[src/rtl/tcw_pkg.sv]
package tcw_pkg;

    // Request codes carried on the request type input.
    typedef enum logic [1:0] {
        REQ_PUT   = 2'd0,
        REQ_CLEAR = 2'd1,
        REQ_READ  = 2'd2,
        REQ_NONE  = 2'd3
    } t_req;

    // Configuration register indexes.
    localparam logic [1:0] CFG_FG = 2'd0;
    localparam logic [1:0] CFG_BG = 2'd1;

    localparam logic [3:0] FG_RESET = 4'd12;
    localparam logic [3:0] BG_RESET = 4'd0;

    localparam logic [7:0] CH_BACKSPACE = 8'd8;
    localparam logic [7:0] CH_NEWLINE   = 8'd10;
    localparam logic [7:0] CH_BLANK     = 8'd32;

    typedef enum logic [2:0] {
        ST_FILL,
        ST_IDLE,
        ST_READ,
        ST_SCR_RD,
        ST_SCR_WR,
        ST_ZERO,
        ST_DONE
    } t_state;

    // One datapath operation per cycle, chosen by the controller.
    typedef enum logic [3:0] {
        DP_NONE,
        DP_PUT,
        DP_CLR_START,
        DP_FILL,
        DP_RD,
        DP_SCR_RD,
        DP_SCR_WR,
        DP_ZERO,
        DP_EMIT,
        DP_EMIT_RD
    } t_dp_op;

    typedef struct packed {
        logic overflow;   // the put on the inputs runs past the last cell
        logic in_range;   // the read index addresses a real cell
        logic cnt_last;   // sweep counter is on the last cell
        logic copy_last;  // sweep counter is on the last cell of the scroll copy
    } t_stat;

    function automatic logic [15:0] make_cell(input logic [3:0] bg, input logic [3:0] fg,
                                              input logic [7:0] ch);
        make_cell = {bg, fg, ch};
    endfunction

endpackage

[src/rtl/tcw_ctrl.sv]
module tcw_ctrl (
    input  logic          i_clk,
    input  logic          i_rst_n,
    input  logic          i_start,
    input  logic [1:0]    i_req_type,
    input  tcw_pkg::t_stat i_stat,
    output tcw_pkg::t_dp_op o_op,
    output logic          o_busy
);
    import tcw_pkg::*;

    t_state r_state, n_state;
    logic   r_clear_req, n_clear_req;
    t_req   req;

    assign req = t_req'(i_req_type);

    always_ff @(posedge i_clk) begin
        if (!i_rst_n) begin
            r_state     <= ST_FILL;
            r_clear_req <= 1'b0;
        end else begin
            r_state     <= n_state;
            r_clear_req <= n_clear_req;
        end
    end

    // Next state.
    always_comb begin
        n_state     = r_state;
        n_clear_req = r_clear_req;
        unique case (r_state)
            ST_FILL: begin
                if (i_stat.cnt_last) begin
                    n_state = r_clear_req ? ST_DONE : ST_IDLE;
                end
            end
            ST_IDLE: begin
                if (i_start) begin
                    unique case (req)
                        REQ_PUT: begin
                            n_state = i_stat.overflow ? ST_SCR_RD : ST_DONE;
                        end
                        REQ_CLEAR: begin
                            n_state     = ST_FILL;
                            n_clear_req = 1'b1;
                        end
                        REQ_READ: begin
                            n_state = i_stat.in_range ? ST_READ : ST_DONE;
                        end
                        default: begin
                            n_state = ST_DONE;
                        end
                    endcase
                end
            end
            ST_READ:   n_state = ST_IDLE;
            ST_SCR_RD: n_state = ST_SCR_WR;
            ST_SCR_WR: begin
                if (i_stat.copy_last) begin
                    n_state = ST_ZERO;
                end else begin
                    n_state = ST_SCR_RD;
                end
            end
            ST_ZERO: begin
                if (i_stat.cnt_last) begin
                    n_state = ST_DONE;
                end
            end
            ST_DONE:   n_state = ST_IDLE;
            default:   n_state = ST_IDLE;
        endcase
    end

    // Outputs.
    always_comb begin
        o_op   = DP_NONE;
        o_busy = (r_state != ST_IDLE);
        unique case (r_state)
            ST_FILL:   o_op = DP_FILL;
            ST_IDLE: begin
                if (i_start) begin
                    unique case (req)
                        REQ_PUT:   o_op = DP_PUT;
                        REQ_CLEAR: o_op = DP_CLR_START;
                        REQ_READ:  o_op = i_stat.in_range ? DP_RD : DP_NONE;
                        default:   o_op = DP_NONE;
                    endcase
                end
            end
            ST_READ:   o_op = DP_EMIT_RD;
            ST_SCR_RD: o_op = DP_SCR_RD;
            ST_SCR_WR: o_op = DP_SCR_WR;
            ST_ZERO:   o_op = DP_ZERO;
            ST_DONE:   o_op = DP_EMIT;
            default:   o_op = DP_NONE;
        endcase
    end

endmodule

[config.mk]
export PLATFORM = sky130hd
export DESIGN_NAME = tcw_ctrl
export DESIGN_NICKNAME = d
export VERILOG_FILES = /design/src/rtl/tcw_pkg.sv /design/src/rtl/tcw_ctrl.sv
export SDC_FILE = /design/constraint.sdc
export NUM_CORES = 1
export LEC_CHECK = 0
export BUFFER_PORTS_ARGS = -buffer_cell sky130_fd_sc_hd__buf_2
export CAP_MARGIN = 25
export CORE_AREA = 3 3 40 42
export CTS_BUF_LIST = sky130_fd_sc_hd__clkbuf_16
export DETAILED_ROUTE_END_ITERATION = 6
export DIE_AREA = 0 0 43 45
export PLACE_DENSITY = 0.55
export RECOVER_POWER = 100
export SLEW_MARGIN = 20
export SYNTH_ARGS = -nofsm -noshare
export SYNTH_HDL_FRONTEND = slang
export SYNTH_SLANG_ARGS = --single-unit
[constraint.sdc]
create_clock -name i_clk -period 2.3 [get_ports i_clk]
set_input_delay 0.345 -clock i_clk [delete_from_list [all_inputs] [get_ports i_clk]]
set_output_delay 0.345 -clock i_clk [all_outputs]
set_load 0.01 [all_outputs]
### Yosys cells after proc, flatten, opt, wreduce, memory -nomap -nowiden

Cells that the tools add are included.
Widths: inputs -> output; s select.

* eq/ne operators: 12
* multiplexer cells: 13
* reduce and logical (&&, ||, !) cells: 4

Operator list (number)
* $pmux 4 s7: 1
* $mux 3: 9
* $pmux 3 s3: 2
* $pmux 3 s5: 1
* $eq 3x3->1 const B: 3
* $eq 3x2->1 const B: 2
* $ne 2x2->1 const B: 3
* $reduce_and 3->1: 2
* $eq 3x1->1 const B: 1
* $logic_not 3->1: 1
* $ne 3x1->1 const B: 1
* $eq 2x1->1 const B: 1
* $eq 2x2->1 const B: 1
* $logic_not 2->1: 1

* register bits: 4
* input port bits: 9
* output and inout bits: 5
* logic and storage cells: 31

### Longest topological paths before layout

* depth in word-level cells: 4
* depth in mapped cells: 5
* mapped depth without buffers: 4

### Worst setup path before layout

Ideal clock, no wire load.

* kind: flip-flop to output port
* from: reg r_state[0]
* to: out o_op[0]
* arrival time: 0.864 ns
* data required time: 1.955 ns
* slack: 1.091 ns
* stages on the path, launching flop included: 5
* buffers on the path: 1
* path through: dfxtp_1 -> buf_6 -> nand3_4 -> a31oi_1 -> a21oi_1

* cells in the longest elaborated chain, start to end: 2
* elaborated cells between the ends (all ways): 8
* those cells by class: 6 x eq/ne; 1 x mux; 1 x reduce/logical

RTL lines
* start: declaration: line tcw_ctrl.sv:12 `t_state r_state, n_state;`
* start signal: assignment: line tcw_ctrl.sv:23 `r_state <= n_state;`
* $eq 3x3->1, or another cell as far along: line tcw_ctrl.sv:80 `unique case (r_state)`
* $pmux 4 s7 *: line tcw_ctrl.sv:80
* end: declaration: line tcw_ctrl.sv:7 `output tcw_pkg::t_dp_op o_op,`

Mark *: on every way between the ends. The rest lies on a longest branch, timed or not.

### Final worst setup path

Same ends and word-level chain as after synthesis.

==> flow_metrics.py <==
metrics = {
    "status": {
        "status": "complete, no violations",
    },
    "logic_synthesis": {
        "syn-cell-area_um2": 397,
        "syn_inst": 49,
        "synth_top_area_share_pct": 20.2,
        "synth_area_leaders": "dfxtp_1, a31oi_1, buf_6",
        "yosys_warnings": 0,
        "syn_avg_cell_area_um2": 8.09,
        "synth_edf_count": 0,
        "async_flop_share_pct": 0,
        "yosysSeqAreaShare_pct": 20.2,
        "synth_top_area_cell": "dfxtp_1",
        "ys.flop_type": "dfxtp_1",
        "synthDistinctLibCells": 34,
        "synthesis.nets": 58,
        "synth.ff_latch_count": 4,
    },
    "cts": {
        "numCtsBuffers": 3,
        "clockBufferDepth": 2,
        "htreeDepth": 1,
        "cts.sinks": 4,
        "insertion_delay_ns": 0.22,
        "tritoncts": "yes",
        "ctsResizeCount": 0,
        "cts-hold-fix-buffers": 0,
        "clk_pin_slew_ns": 0.03,
        "cts_root_buf": "clkbuf_16",
        "post_cts.repair.setup_buffers": 0,
    },
    "power_and_ir_drop": {
        "vdd_drop_max_mv": 0.432,
        "total_power_uw": 522,
        "powerDensity_nw_per_um2": 1030,
        "leakagePower_uw": 0.000188,
    },
    "setup_path": {
        "critPathKind": "reg2out",
        "required_ns": 1.96,
        "crit_path_end_kind": "output port",
        "cp.arrival_ns": 1.44,
        "max_stage_delay_ns": 0.61,
        "cpMaxStageDelayCell": "dfxtp_1",
        "crit_fanout": 16,
        "crit_path_start_kind": "flip-flop",
        "path_cells": "nand3_1 > a31oi_1 > a21oi_1 > clkbuf_1",
    },
    "flow_run": {
        "drv_cap": 0,
    },
    "grt": {
        "grt_use_met1_pct": 15.4,
        "gr-usage-met3_pct": 3.98,
        "grt_pass1_vias": 397,
        "use_met2_pct": 18.0,
        "antenna_found_initial": 0,
        "grt_pass1_wl_um": 1720,
        "grt_max_degree": 17,
        "grt.total_usage_pct": 11.6,
        "gr-total-overflow": 0,
        "grt_busiest_layer": "met2",
    },
    "sta": {
        "timing.final.crit_period_ns": 1.79,
        "clock_skew_ns": 0.00104,
        "setup-tns-final_ns": 0,
        "max_freq_ghz": 0.559,
        "hold_violations": 0,
        "drv_slew": 0,
        "holdWs_ns": 0.387,
        "finalSetupViolCount": 0,
        "rsz0062_at_grt": "no",
        "tightestPinTransition_ns": 0.491,
        "slew_headroom_pct": 67.2,
        "period_share_pct": 77.8,
        "setup_slack_ns": 0.510,
    },
    "layout": {
        "antenna_cells": 0,
        "fin_nets": 73,
        "final.fill_count": 140,
        "fin_util_pct": 39.3,
        "drive_gt1_share_pct": 29.0,
        "area_growth_pct": 27.4,
    },
    "placement": {
        "dpl_worst_slack_ns": 0.811,
        "place_congestion": 0.774,
        "hpwl_um": 746,
        "numPortBuffers": 13,
    },
    "drt": {
        "via_per_inst": 5.56,
        "first_iter_violations": 18,
        "drc": 0,
        "routed_wl_um": 994,
        "drt_pass1_iterations": 3,
        "num_vias": 428,
        "ant_nets": 0,
        "post_drt_wl_per_cell_um": 12.9,
    },
    "die": {
        "core-area_um2": 1280,
        "fp.dieArea_um2": 1940,
        "fp-row-count": 13,
        "fp.dieH_um": 45,
        "die_w_um": 43,
        "start_util_pct": 30.9,
        "ios": 14,
    },
    "hold_path": {
        "hp-class": "in2reg",
    },
}
==> logic make-up (layout without fill, tap and decap cells) <==
| family | after synthesis | in the layout | synth area share [%] |
|---|---|---|---|
| muxes | 1 | 1 | 2.52 |
| DFF | 4 | 4 | 20.2 |
| AOI/OAI and AO/OA | 22 | 22 | 37.9 |
| buffers and inverters | 7 | 20 | 11.7 |
| and+or+nand+nor | 15 | 15 | 27.8 |
==> placed cells by master (no fill, tap or decap), types with 2 or more instances in the layout <==
cell type and instances:
a21oi_1 3, a31oi_1 4, a41oi_1 2, buf_2 9, clkbuf_1 4, clkbuf_16 3, dfxtp_1 4, nand3_1 2
nand4_1 2, nor2_1 2, o211ai_1 2, o21ai_0 4
==> where the power goes <==
part           switching [µW]  internal [µW]  total, µW  leakage, µW
Combinational            76.5           63.1        140     0.000119
Sequential               33.0           80.1        113    0.0000327
Clock                    47.3            222        269    0.0000370
==> metrics by stage <==
stage	cells	cell area (µm²)
2_1_floorplan	49	397
3_3_place_gp	74	453
3_5_place_dp	74	453
4_1_cts	77	528
5_1_grt	77	505
6_report	77	505
==> final timing paths <==
path | start | endpoint | slack (ns) | depth (start not counted)
worst max-delay path | r_state[0]$_SDFFE_PN0P_ | o_op[0] | 0.51 | 4
worst max register to register | r_state[0]$_SDFFE_PN0P_ | r_state[2]$_SDFFE_PN0P_ | 0.81 | 4
worst min register to register | r_clear_req$_SDFFE_PN0P_ | r_clear_req$_SDFFE_PN0P_ | 0.52 | 1
worst min-delay path | i_rst_n | r_clear_req$_SDFFE_PN0P_ | 0.39 | 2
==> Yosys cell counts, types with 2 or more instances <==
library cell / count
nand4_1: 2
a21oi_1: 3
a41oi_1: 2
o21ai_0: 4
a31oi_1: 4
nor2_1: 2
dfxtp_1: 4
buf_6: 2
==> critical path, delay by kind of cell, from the launching register on <==
kind	cells	cell delay (ns)
buffers and inverters	1	0.14
AOI/OAI and AO/OA	2	0.25
and+or+nand+nor	1	0.21
DFF	1	0.61
==> per-layer routing <==
| metal | routed length (µm) | vias up | part of all wire, % |
|---|---|---|---|
| met4 | 0 | 0 | 0 |
| met2 | 451 | 15 | 45 |
| met5 | 0 | - | 0 |
| li1 | - | 220 | - |
| met1 | 473 | 193 | 48 |
| met3 | 70 | 0 | 7.0 |
==> final cells by class <==
type | instances | area, µm² | share of cell area, %
inverters | 4 | 18.8 | 3.71
flip-flops and latches | 4 | 80.1 | 15.8
repair buffers | 13 | 60.1 | 11.9
multi-input cells | 38 | 253 | 50.0
clock buffers | 3 | 75.1 | 14.9
well taps | 15 | 18.8 | 3.71
==> state kept, by name, summed over array words and instances, names as in the netlist <==
| signal | count |
|---|---|
| r_clear_req | 1 |
| r_state | 3 |
Note: power is estimated with default switching activity, not from simulation.
